--- src/rtl/marker_frame_hex_formatter_defines.svh ---
// ----------------------------------------------------------------------------
// Marker frame hex formatter assertion macros
// Concurrent check macros used at the end of the top level.
// ----------------------------------------------------------------------------
`ifndef MARKER_FRAME_HEX_FORMATTER_DEFINES_SVH
`define MARKER_FRAME_HEX_FORMATTER_DEFINES_SVH

`ifndef ASSERT_OFF

// same-cycle implication
`define MFHF_ASSERT_IMP(lbl, clk, rst_n, ante, cons, msg) \
	lbl: assert property (@(posedge clk) disable iff (!rst_n) (ante) |-> (cons)) \
		else $error(msg);

// next-cycle implication
`define MFHF_ASSERT_NXT(lbl, clk, rst_n, ante, cons, msg) \
	lbl: assert property (@(posedge clk) disable iff (!rst_n) (ante) |=> (cons)) \
		else $error(msg);

`else

`define MFHF_ASSERT_IMP(lbl, clk, rst_n, ante, cons, msg)
`define MFHF_ASSERT_NXT(lbl, clk, rst_n, ante, cons, msg)

`endif

`endif

--- src/rtl/mfhf_pkg.sv ---
// ----------------------------------------------------------------------------
// Marker frame hex formatter package
// Status codes, register indexes, shared structs and the hex digit function.
// ----------------------------------------------------------------------------
package mfhf_pkg;

	localparam int MAX_ADDR_W = 8;
	localparam int CFG_IDX_W  = 8;

	typedef logic [1:0] status_t;
	localparam status_t ST_BYTE     = 2'd0;
	localparam status_t ST_TOO_LONG = 2'd1;
	localparam status_t ST_EMPTY    = 2'd2;

	localparam logic [CFG_IDX_W-1:0] CFG_START_MARKER = 8'd0;
	localparam logic [CFG_IDX_W-1:0] CFG_END_MARKER   = 8'd1;

	localparam logic [7:0] START_MARKER_RST = 8'h55;
	localparam logic [7:0] END_MARKER_RST   = 8'hDD;

	localparam logic [6:0] ASCII_ZERO = 7'd48;
	localparam logic [6:0] ASCII_A    = 7'd65;

	typedef enum logic {
		RD_IDLE,
		RD_ISSUE
	} rd_state_t;

	// store write request
	typedef struct packed {
		logic                  en;
		logic [MAX_ADDR_W-1:0] addr;
		logic [7:0]            data;
	} wr_req_t;

	// frame close event
	typedef struct packed {
		logic                  empty;
		logic                  too_long;
		logic                  burst;
		logic [MAX_ADDR_W-1:0] count;
	} frame_ev_t;

	function automatic logic [6:0] hex_digit(input logic [3:0] nib);
		logic [6:0] d;
		if (nib < 4'd10) begin
			d = ASCII_ZERO + {3'd0, nib};
		end else begin
			d = ASCII_A + {3'd0, nib - 4'd10};
		end
		return d;
	endfunction

endpackage

--- src/rtl/mfhf_cfg_if.sv ---
// ----------------------------------------------------------------------------
// Marker frame hex formatter configuration channel
// Register write transfers: index and data with valid/ready.
// ----------------------------------------------------------------------------
interface mfhf_cfg_if;
	logic       valid;
	logic       ready;
	logic [7:0] index;
	logic [7:0] data;

	modport source (output valid, output index, output data, input ready);
	modport sink (input valid, input index, input data, output ready);
endinterface

--- src/rtl/mfhf_rx_if.sv ---
// ----------------------------------------------------------------------------
// Marker frame hex formatter byte input channel
// One received byte per transfer.
// ----------------------------------------------------------------------------
interface mfhf_rx_if;
	logic       valid;
	logic       ready;
	logic [7:0] rx_byte;

	modport source (output valid, output rx_byte, input ready);
	modport sink (input valid, input rx_byte, output ready);
endinterface

--- src/rtl/mfhf_res_if.sv ---
// ----------------------------------------------------------------------------
// Marker frame hex formatter result channel
// One formatted payload byte or frame status per transfer.
// ----------------------------------------------------------------------------
interface mfhf_res_if;
	logic       valid;
	logic       ready;
	logic [1:0] status;
	logic [7:0] payload_byte;
	logic [6:0] hex_high;
	logic [6:0] hex_low;
	logic [2:0] row;
	logic [2:0] column;
	logic       last;

	modport source (output valid, output status, output payload_byte, output hex_high,
		output hex_low, output row, output column, output last, input ready);
	modport sink (input valid, input status, input payload_byte, input hex_high,
		input hex_low, input row, input column, input last, output ready);
endinterface

--- src/rtl/mfhf_deframer.sv ---
// ----------------------------------------------------------------------------
// Marker frame deframer
// Tracks the open frame, issues store writes and flags frame closes.
// ----------------------------------------------------------------------------
module mfhf_deframer #(
	parameter int FRAME_DEPTH   = 64,
	parameter int BYTES_PER_ROW = 8,
	parameter int DISPLAY_ROWS  = 5
) (
	input  logic               clk,
	input  logic               arst_n,
	input  logic               byte_take,
	input  logic [7:0]         byte_in,
	input  logic [7:0]         start_marker,
	input  logic [7:0]         end_marker,
	output mfhf_pkg::wr_req_t  wr,
	output mfhf_pkg::frame_ev_t ev
);
	import mfhf_pkg::*;

	localparam int AW        = $clog2(FRAME_DEPTH);
	localparam int MAX_SHOWN = DISPLAY_ROWS * BYTES_PER_ROW;

	logic          receiving_q, receiving_d;
	logic [AW-1:0] fill_q, fill_d;
	logic [AW-1:0] payload;

	always_comb begin
		receiving_d = receiving_q;
		fill_d      = fill_q;
		wr          = '0;
		ev          = '0;
		payload     = fill_q - AW'(1);
		wr.data     = byte_in;
		if (byte_take) begin
			if (byte_in == start_marker) begin
				// restart, dropping any frame in progress
				wr.en       = 1'b1;
				wr.addr     = '0;
				fill_d      = AW'(1);
				receiving_d = 1'b1;
			end else if (receiving_q) begin
				if (byte_in != end_marker) begin
					if (fill_q < AW'(FRAME_DEPTH - 1)) begin
						wr.en   = 1'b1;
						wr.addr = MAX_ADDR_W'(fill_q);
						fill_d  = fill_q + AW'(1);
					end
				end else begin
					receiving_d = 1'b0;
					fill_d      = '0;
					// full store or no start byte: drop the frame
					if (fill_q < AW'(FRAME_DEPTH - 1) && fill_q != '0) begin
						if (payload == '0) begin
							ev.empty = 1'b1;
						end else if (int'(payload) > MAX_SHOWN) begin
							ev.too_long = 1'b1;
						end else begin
							ev.burst = 1'b1;
							ev.count = MAX_ADDR_W'(payload);
						end
					end
				end
			end
		end
	end

	always_ff @(posedge clk or negedge arst_n) begin
		if (!arst_n) begin
			receiving_q <= 1'b0;
			fill_q      <= '0;
		end else begin
			receiving_q <= receiving_d;
			fill_q      <= fill_d;
		end
	end

endmodule

--- src/rtl/marker_frame_hex_formatter.sv ---
// ----------------------------------------------------------------------------
// Marker frame hex formatter
// Deframes start/end marked byte frames and reads them out as hex results.
// ----------------------------------------------------------------------------
// Bytes are taken one per cycle while no frame is being read out and the
// result register is free or emptying. A closed frame of N displayable
// payload bytes is read from the store at one entry per cycle while the
// sink keeps up; each entry is registered as read data, then as a result.
// The input stalls until the last entry leaves the read data register; the
// single port read with registered data sets this pace. Empty and too-long
// frames give one result in the cycle after the end marker. The store has
// no reset; only entries written in the current frame are read. Marker
// registers must be written only while idle; the block does not check it.
`include "marker_frame_hex_formatter_defines.svh"

module marker_frame_hex_formatter #(
	parameter int FRAME_DEPTH   = 64,
	parameter int BYTES_PER_ROW = 8,
	parameter int DISPLAY_ROWS  = 5
) (
	input  logic        clk,
	input  logic        arst_n,
	mfhf_cfg_if.sink    cfg,
	mfhf_rx_if.sink     rx,
	mfhf_res_if.source  res
);
	import mfhf_pkg::*;

	localparam int AW = $clog2(FRAME_DEPTH);
	localparam int CW = (BYTES_PER_ROW > 1) ? $clog2(BYTES_PER_ROW) : 1;

	// configuration
	logic [7:0] start_marker_q, end_marker_q;

	assign cfg.ready = 1'b1;

	always_ff @(posedge clk or negedge arst_n) begin
		if (!arst_n) begin
			start_marker_q <= START_MARKER_RST;
			end_marker_q   <= END_MARKER_RST;
		end else if (cfg.valid) begin
			case (cfg.index)
				CFG_START_MARKER: start_marker_q <= cfg.data;
				CFG_END_MARKER:   end_marker_q   <= cfg.data;
				default: ;
			endcase
		end
	end

	// handshake control
	rd_state_t  state_q, state_d;
	logic       out_valid_q;
	logic       s1_valid;
	logic       out_free;
	logic       load_out;
	logic       rd_en;
	logic       byte_take;
	wr_req_t    wr;
	frame_ev_t  ev;

	assign out_free  = !out_valid_q || res.ready;
	assign load_out  = s1_valid && out_free;
	assign rx.ready  = (state_q == RD_IDLE) && !s1_valid && out_free;
	assign byte_take = rx.valid && rx.ready;

	mfhf_deframer #(
		.FRAME_DEPTH  (FRAME_DEPTH),
		.BYTES_PER_ROW(BYTES_PER_ROW),
		.DISPLAY_ROWS (DISPLAY_ROWS)
	) u_deframer (
		.clk         (clk),
		.arst_n      (arst_n),
		.byte_take   (byte_take),
		.byte_in     (rx.rx_byte),
		.start_marker(start_marker_q),
		.end_marker  (end_marker_q),
		.wr          (wr),
		.ev          (ev)
	);

	// readout sequencer
	logic [AW-1:0] rd_addr_q;
	logic [AW-1:0] remain_q;
	logic [2:0]    row_q;
	logic [CW-1:0] col_q;

	always_ff @(posedge clk or negedge arst_n) begin
		if (!arst_n) begin
			state_q <= RD_IDLE;
		end else begin
			state_q <= state_d;
		end
	end

	always_comb begin
		state_d = state_q;
		rd_en   = 1'b0;
		case (state_q)
			RD_IDLE: begin
				if (ev.burst) begin
					state_d = RD_ISSUE;
				end
			end
			RD_ISSUE: begin
				rd_en = !s1_valid || load_out;
				if (rd_en && remain_q == AW'(1)) begin
					state_d = RD_IDLE;
				end
			end
			default: state_d = RD_IDLE;
		endcase
	end

	always_ff @(posedge clk) begin
		if (ev.burst) begin
			rd_addr_q <= AW'(1);
			remain_q  <= ev.count[AW-1:0];
			row_q     <= '0;
			col_q     <= '0;
		end else if (rd_en) begin
			rd_addr_q <= rd_addr_q + AW'(1);
			remain_q  <= remain_q - AW'(1);
			if (col_q == CW'(BYTES_PER_ROW - 1)) begin
				col_q <= '0;
				row_q <= row_q + 3'd1;
			end else begin
				col_q <= col_q + CW'(1);
			end
		end
	end

	// frame store, read data registered
	logic [7:0] frame_store [FRAME_DEPTH];
	logic [7:0] rd_data_s1;
	logic [2:0] row_s1;
	logic [2:0] col_s1;
	logic       last_s1;

	always_ff @(posedge clk) begin
		if (wr.en) begin
			frame_store[wr.addr[AW-1:0]] <= wr.data;
		end
		if (rd_en) begin
			rd_data_s1 <= frame_store[rd_addr_q];
			row_s1     <= row_q;
			col_s1     <= 3'(col_q);
			last_s1    <= (remain_q == AW'(1));
		end
	end

	always_ff @(posedge clk or negedge arst_n) begin
		if (!arst_n) begin
			s1_valid <= 1'b0;
		end else if (rd_en) begin
			s1_valid <= 1'b1;
		end else if (load_out) begin
			s1_valid <= 1'b0;
		end
	end

	// result register
	always_ff @(posedge clk or negedge arst_n) begin
		if (!arst_n) begin
			out_valid_q <= 1'b0;
		end else if (load_out || ev.empty || ev.too_long) begin
			out_valid_q <= 1'b1;
		end else if (res.ready) begin
			out_valid_q <= 1'b0;
		end
	end

	always_ff @(posedge clk) begin
		if (load_out) begin
			res.status       <= ST_BYTE;
			res.payload_byte <= rd_data_s1;
			res.hex_high     <= hex_digit(rd_data_s1[7:4]);
			res.hex_low      <= hex_digit(rd_data_s1[3:0]);
			res.row          <= row_s1;
			res.column       <= col_s1;
			res.last         <= last_s1;
		end else if (ev.empty || ev.too_long) begin
			res.status       <= ev.empty ? ST_EMPTY : ST_TOO_LONG;
			res.payload_byte <= '0;
			res.hex_high     <= ASCII_ZERO;
			res.hex_low      <= ASCII_ZERO;
			res.row          <= '0;
			res.column       <= '0;
			res.last         <= 1'b1;
		end
	end

	assign res.valid = out_valid_q;

	// checks
	`MFHF_ASSERT_IMP(a_rd_in_range, clk, arst_n, rd_en, remain_q != '0,
		"store read issued with no bytes left")
	`MFHF_ASSERT_NXT(a_s1_hold, clk, arst_n, s1_valid && !out_free,
		s1_valid && $stable(rd_data_s1) && $stable(last_s1),
		"read data lost while result register stalled")
	`MFHF_ASSERT_NXT(a_burst_start, clk, arst_n, ev.burst,
		state_q == RD_ISSUE && !s1_valid, "frame readout did not start")
	`MFHF_ASSERT_IMP(a_status_last, clk, arst_n, out_valid_q && res.status != ST_BYTE,
		res.last, "status result without last flag")

endmodule

--- src/flat_wrapper.sv ---
// flat-port wrapper written by rule: the top's interface ports become plain ports
module marker_frame_hex_formatter_flat import mfhf_pkg::*;
#(
	parameter int FRAME_DEPTH   = 64,
	parameter int BYTES_PER_ROW = 8,
	parameter int DISPLAY_ROWS  = 5
)
  (clk, arst_n, cfg_valid, cfg_index, cfg_data, cfg_ready, rx_valid, rx_rx_byte, rx_ready, res_valid, res_status, res_payload_byte, res_hex_high, res_hex_low, res_row, res_column, res_last, res_ready);
  mfhf_cfg_if cfg_i ();
  mfhf_rx_if rx_i ();
  mfhf_res_if res_i ();
  input  logic clk;
  input  logic arst_n;
  input wire logic [$bits(cfg_i.valid)-1:0] cfg_valid;
  input wire logic [$bits(cfg_i.index)-1:0] cfg_index;
  input wire logic [$bits(cfg_i.data)-1:0] cfg_data;
  output wire logic [$bits(cfg_i.ready)-1:0] cfg_ready;
  input wire logic [$bits(rx_i.valid)-1:0] rx_valid;
  input wire logic [$bits(rx_i.rx_byte)-1:0] rx_rx_byte;
  output wire logic [$bits(rx_i.ready)-1:0] rx_ready;
  output wire logic [$bits(res_i.valid)-1:0] res_valid;
  output wire logic [$bits(res_i.status)-1:0] res_status;
  output wire logic [$bits(res_i.payload_byte)-1:0] res_payload_byte;
  output wire logic [$bits(res_i.hex_high)-1:0] res_hex_high;
  output wire logic [$bits(res_i.hex_low)-1:0] res_hex_low;
  output wire logic [$bits(res_i.row)-1:0] res_row;
  output wire logic [$bits(res_i.column)-1:0] res_column;
  output wire logic [$bits(res_i.last)-1:0] res_last;
  input wire logic [$bits(res_i.ready)-1:0] res_ready;
  assign cfg_i.valid = cfg_valid;
  assign cfg_i.index = cfg_index;
  assign cfg_i.data = cfg_data;
  assign cfg_ready = cfg_i.ready;
  assign rx_i.valid = rx_valid;
  assign rx_i.rx_byte = rx_rx_byte;
  assign rx_ready = rx_i.ready;
  assign res_valid = res_i.valid;
  assign res_status = res_i.status;
  assign res_payload_byte = res_i.payload_byte;
  assign res_hex_high = res_i.hex_high;
  assign res_hex_low = res_i.hex_low;
  assign res_row = res_i.row;
  assign res_column = res_i.column;
  assign res_last = res_i.last;
  assign res_i.ready = res_ready;
  marker_frame_hex_formatter #(.FRAME_DEPTH(FRAME_DEPTH), .BYTES_PER_ROW(BYTES_PER_ROW), .DISPLAY_ROWS(DISPLAY_ROWS)) u_core (.clk(clk), .arst_n(arst_n), .cfg(cfg_i), .rx(rx_i), .res(res_i));
endmodule
--- config.mk ---
export PLATFORM = sky130hd
export DESIGN_NAME = marker_frame_hex_formatter_flat
export DESIGN_NICKNAME = d
export VERILOG_FILES = /design/src/rtl/mfhf_pkg.sv /design/src/rtl/mfhf_cfg_if.sv /design/src/rtl/mfhf_rx_if.sv /design/src/rtl/mfhf_res_if.sv /design/src/rtl/mfhf_deframer.sv /design/src/rtl/marker_frame_hex_formatter.sv /design/src/flat_wrapper.sv
export VERILOG_INCLUDE_DIRS = /design/src /design/src/rtl
export SDC_FILE = /design/constraint.sdc
export NUM_CORES = 1
export LEC_CHECK = 0
export ABC_AREA = 1
export BUFFER_PORTS_ARGS = -buffer_cell sky130_fd_sc_hd__buf_2
export CORE_ASPECT_RATIO = 0.9
export CORE_MARGIN = 4
export CORE_UTILIZATION = 35
export CTS_CLUSTER_DIAMETER = 150
export DETAILED_ROUTE_END_ITERATION = 12
export GPL_ROUTABILITY_DRIVEN = 0
export SLEW_MARGIN = 15
export SYNTH_ARGS = -nofsm -noshare
export SYNTH_HDL_FRONTEND = slang
export SYNTH_SLANG_ARGS = --single-unit
--- constraint.sdc ---
create_clock -name clk -period 3.5 [get_ports clk]
set_clock_uncertainty 0.1 [all_clocks]
set_input_delay 0.35 -clock clk [delete_from_list [all_inputs] [get_ports clk]]
set_output_delay 0.35 -clock clk [all_outputs]
set_load 0.02 [all_outputs]
==> impl_summary.md <==
Clocking
In this run the post-CTS setup repair buffer count came out at 0. The clock sink total is 602. The number of hold buffers added after CTS was 11. The number of gates resized after CTS was 0.

After clock tree synthesis, the clock-pin slew on the worst setup and hold paths is 0.06 ns. Clock latency on the worst-skew pair, taken at its later pin, is 0.62 ns. The H-tree depth reported by CTS is 2.

The TritonCTS buffer count is 60. TritonCTS built the clock tree. The clock tree root driver cell is sky130_fd_sc_hd__clkbuf_16. The maximum number of buffers from clock root to sink is 3.

Setup path
For the worst flop-to-flop path, the logic depth is 8. The worst setup path is of the reg -> reg kind. The worst reg2reg path endpoint is u_core.frame_store[23][3]. The worst register-to-register path begins at u_core.u_deframer.fill_q[0]. The critical path arrival is 3.18 ns.

At the worst endpoint, the required time is 3.63 ns. The worst setup path is captured at a flip-flop. The nature of the critical path startpoint is a flip-flop.

Across all register-to-register paths, the minimum setup slack is 0.45 ns. In this run the worst path has a maximum fanout of 9.

GRT
The number of antenna violations at the first check in global routing is 3. The all-layer global routing usage is 0.1699. The remaining global-route overflow is 0. The largest net degree at the start of global routing is 148. The number of global-route vias before repair is 16640. The first global-routing pass estimated 101.9 mm of wire.

Yosys
Sorting the synthesized cells by how often they occur yields 562 x sky130_fd_sc_hd__edfxtp_1, 441 x sky130_fd_sc_hd__nor2_1, 355 x sky130_fd_sc_hd__nand2_1. In this run, synthesis produced a sequential element count of 602. The number of warnings printed during yosys synthesis is 0. The area share of the leading cell type in the synthesized netlist is 0.6639. In this run, synthesis inferred 562 flip-flops with an integrated enable.

The primary flip-flop cell chosen by synthesis mapping is sky130_fd_sc_hd__edfxtp_1. The post-synthesis cell area is 25420 sq um. Yosys mapped the design onto 43 distinct sky130hd cell types. The cell accounting for the most synthesized area is sky130_fd_sc_hd__edfxtp_1. The number of nets handed over by synthesis was 2296. The sequential element share of the synthesized area is 0.7010. The most common cell in the synthesized netlist is sky130_fd_sc_hd__edfxtp_1.

By area the synthesized netlist is led by sky130_fd_sc_hd__edfxtp_1 66%, sky130_fd_sc_hd__nor2_1 6.5%, sky130_fd_sc_hd__nand2_1 5.2%, sky130_fd_sc_hd__o21ai_0 5.0%, sky130_fd_sc_hd__nand3_1 2.4%. For this run, asynchronously set or reset flops after synthesis account for 0.04319. Synthesis handed over a netlist of 2252 instances. After synthesis, the mean cell area works out to 11.29 sq um.

Finish
Leaving out filler cells and counting taps, the final layout contains 3316. The post-route standard cell area excluding fillers is 28800 sq um. Of the cells placed in the final design, the portion with a size suffix greater than 1 is 0.1095.

Compared with the post-synthesis result, the final layout area differs by 13.30%. The number of antenna cells inserted is 0. For this run, the post-layout net count is 2358.

STA
The highest clock rate is 327.9 MHz. The actual transition at the worst max-transition pin is 1.117 ns. The count of endpoints failing hold in the final timing report is 0. Subtracting the final worst setup slack from the clock period gives 3.050 ns. Setup total negative slack on the finished layout was measured at 0 ns.

The final cycle utilization of the critical path is 0.8714. The final number of max-transition violations came to 0. Setup repair after global routing left no endpoint under its margin. The total of endpoints with negative setup slack in the final report is 0. The worst-case headroom to the max-slew limit is 0.2506. In the post-route analysis, the smallest setup slack over all paths is 0.4501 ns.

Floorplan
In this run the vertical extent of the chip is 263.7 microns. From left edge to right edge, the die measures 292.1 microns. In this run the count of I/O pins placed on the die edge is 63. The floorplan has 93 rows. The floorplan step defined a die boundary enclosing 77010 sq um.

The starting utilization of the core area is 0.3541. The standard cell core area is 71800 sq um.

Routing
The mean routed wirelength per cell is 20.09 microns. In the detailed route, the total length drawn on met2 is 30.30 mm. After detailed routing, the met3 layer carries 6.113 mm of wire.

Wires add up to 66.60 mm. The routed length on met1 is 28.90 mm. After the first detailed-routing iteration, the DRC count stood at 2168.

The top routing layer in use is met5. Before antenna repair, the detailed router went through 5 iterations. The count of antenna-violating nets left after detailed routing is 0. In the routed layout, each cell is associated on average with a via count of 5.160. The count of vias placed by the detailed router is 17110. For this run, design rule violations remaining after detail routing come to 0.

Job
The max capacitance violation total is 0.

Power
The leakage power is 10.16 nW. The worst-case IR drop observed on VDD is 0.0005069 V. Dividing total power by cell area gives a power density of 752.9 nW/um^2.

Placed design
The number of input and output port buffers inserted is 61. The half-perimeter wire length of the detailed placement result is 40.29 mm. Prior to clock tree synthesis, the placed netlist has a worst setup slack of 0.4850 ns. The cell count after placement is 3191. In this run the cell area measured after placement is 26780 sq um.

Worst hold path
The worst hold path belongs to the class in -> async.

Outcome
The run finished with clean final reports.
## worst max path at each step
stage	startpoint	end
2_1_floorplan	u_core.u_deframer.fill_q[0]	u_core.res.column[0]
3_3_place_gp	u_core.u_deframer.fill_q[0]	u_core.frame_store[22][3]
3_5_place_dp	u_core.u_deframer.fill_q[0]	u_core.frame_store[29][0]
4_1_cts	u_core.u_deframer.fill_q[0]	u_core.frame_store[20][3]
5_1_grt	u_core.u_deframer.fill_q[0]	u_core.frame_store[29][7]
6_report	u_core.u_deframer.fill_q[0]	u_core.frame_store[23][3]
## where the power goes
| group | total, W | leakage (nW) | switching (W) | internal (W) |
|---|---|---|---|---|
| clock network | 0.00624 | 0.927 | 0.00271 | 0.00353 |
| logic | 0.00676 | 3.71 | 0.00482 | 0.00195 |
| registers | 0.00868 | 5.52 | 0.000290 | 0.00840 |
| total | 0.0217 | 10.2 | 0.00781 | 0.0139 |
## metrics by stage
stage / util / power [W] / hold WS, ns
after global routing: 0.4012 / 0.02289 / 0.2433
final: 0.4012 / 0.02168 / 0.2011
after CTS: 0.4012 / 0.02176 / 0.2037
after floorplan: - / 0.01314 / -0.04559
after global placement: 0.3730 / 0.01544 / 0.3304
after detailed placement: 0.3730 / 0.01550 / 0.3372
## cell usage in the layout (no fill, tap or decap), types with 10 or more instances in the layout
| cell | netlist | layout |
|---|---|---|
| sky130_fd_sc_hd__ha_1 | 15 | 15 |
| sky130_fd_sc_hd__nor2_1 | 441 | 440 |
| sky130_fd_sc_hd__xor2_1 | 12 | 12 |
| sky130_fd_sc_hd__inv_1 | 123 | 122 |
| sky130_fd_sc_hd__dfstp_2 | 10 | 10 |
| sky130_fd_sc_hd__nand2_1 | 355 | 355 |
| sky130_fd_sc_hd__a21oi_1 | 46 | 46 |
| sky130_fd_sc_hd__nand3_2 | 10 | 10 |
| sky130_fd_sc_hd__o22ai_1 | 20 | 20 |
| sky130_fd_sc_hd__clkinv_2 | 0 | 14 |
| sky130_fd_sc_hd__dfxtp_1 | 14 | 12 |
| sky130_fd_sc_hd__nand2_2 | 13 | 13 |
| sky130_fd_sc_hd__o21ai_0 | 252 | 252 |
| sky130_fd_sc_hd__edfxtp_1 | 562 | 562 |
| sky130_fd_sc_hd__dlygate4sd3_1 | 0 | 11 |
| sky130_fd_sc_hd__clkbuf_16 | 0 | 62 |
| sky130_fd_sc_hd__buf_4 | 10 | 38 |
| sky130_fd_sc_hd__nand3_1 | 123 | 123 |
| sky130_fd_sc_hd__o211ai_1 | 64 | 64 |
| sky130_fd_sc_hd__clkinv_1 | 3 | 19 |
| sky130_fd_sc_hd__buf_2 | 23 | 61 |
| sky130_fd_sc_hd__clkbuf_1 | 67 | 10 |
| sky130_fd_sc_hd__dfrtp_1 | 16 | 16 |
## layout make-up
cell class	instances	area, sq um
clock buffers	72	1589
inverters	133	504.2
fillers	6736	42990
flip-flops and latches	602	17830
repair buffers	114	780.7
well taps	950	1189
clock inverters	42	325.3
multi-input cells	1403	6586
## kinds of logic (layout without fill, tap and decap cells)
kind of cell               count (synthesis)  count (layout)  share of synthesized area
muxes                                      1               1                  0.0004430
other                                      1               1                  0.0001475
buffers and inverters                    247             361                    0.03997
AOI/OAI and AO/OA                        395             395                    0.08629
and+or+nand+nor                          974             974                     0.1589
DFF                                      602             602                     0.7010
xor gates and xnor gates                  17              17                   0.005857
adders and majority gates                 15              15                   0.007383
## layer usage
metal / up-vias / GRT usage
li1: 7941 / -
met1: 8363 / 0.2445
met2: 701 / 0.2633
met3: 102 / 0.03909
met4: 2 / 0.03829
met5: - / 0
## critical path, cell delays in order (launching register included)
cell	delay (ns)
sky130_fd_sc_hd__dfrtp_1	0.49
sky130_fd_sc_hd__ha_1	0.27
sky130_fd_sc_hd__nand3_1	0.15
sky130_fd_sc_hd__o21ai_2	0.13
sky130_fd_sc_hd__nor2_8	0.22
sky130_fd_sc_hd__nand3_2	0.12
sky130_fd_sc_hd__nor2_2	0.16
sky130_fd_sc_hd__nand2_2	0.32
sky130_fd_sc_hd__nor2_1	0.69
## state kept, by name, summed over array words and instances (netlist names), 6 cells and up
name,flops
u_core.end_marker_q,8
u_core.frame_store,512
u_core.rd_addr_q,6
u_core.rd_data_s1,8
u_core.remain_q,6
u_core.res.hex_high,7
u_core.res.hex_low,7
u_core.res.payload_byte,8
u_core.start_marker_q,8
u_core.u_deframer.fill_q,6
Note: power is estimated with default switching activity, not from simulation.
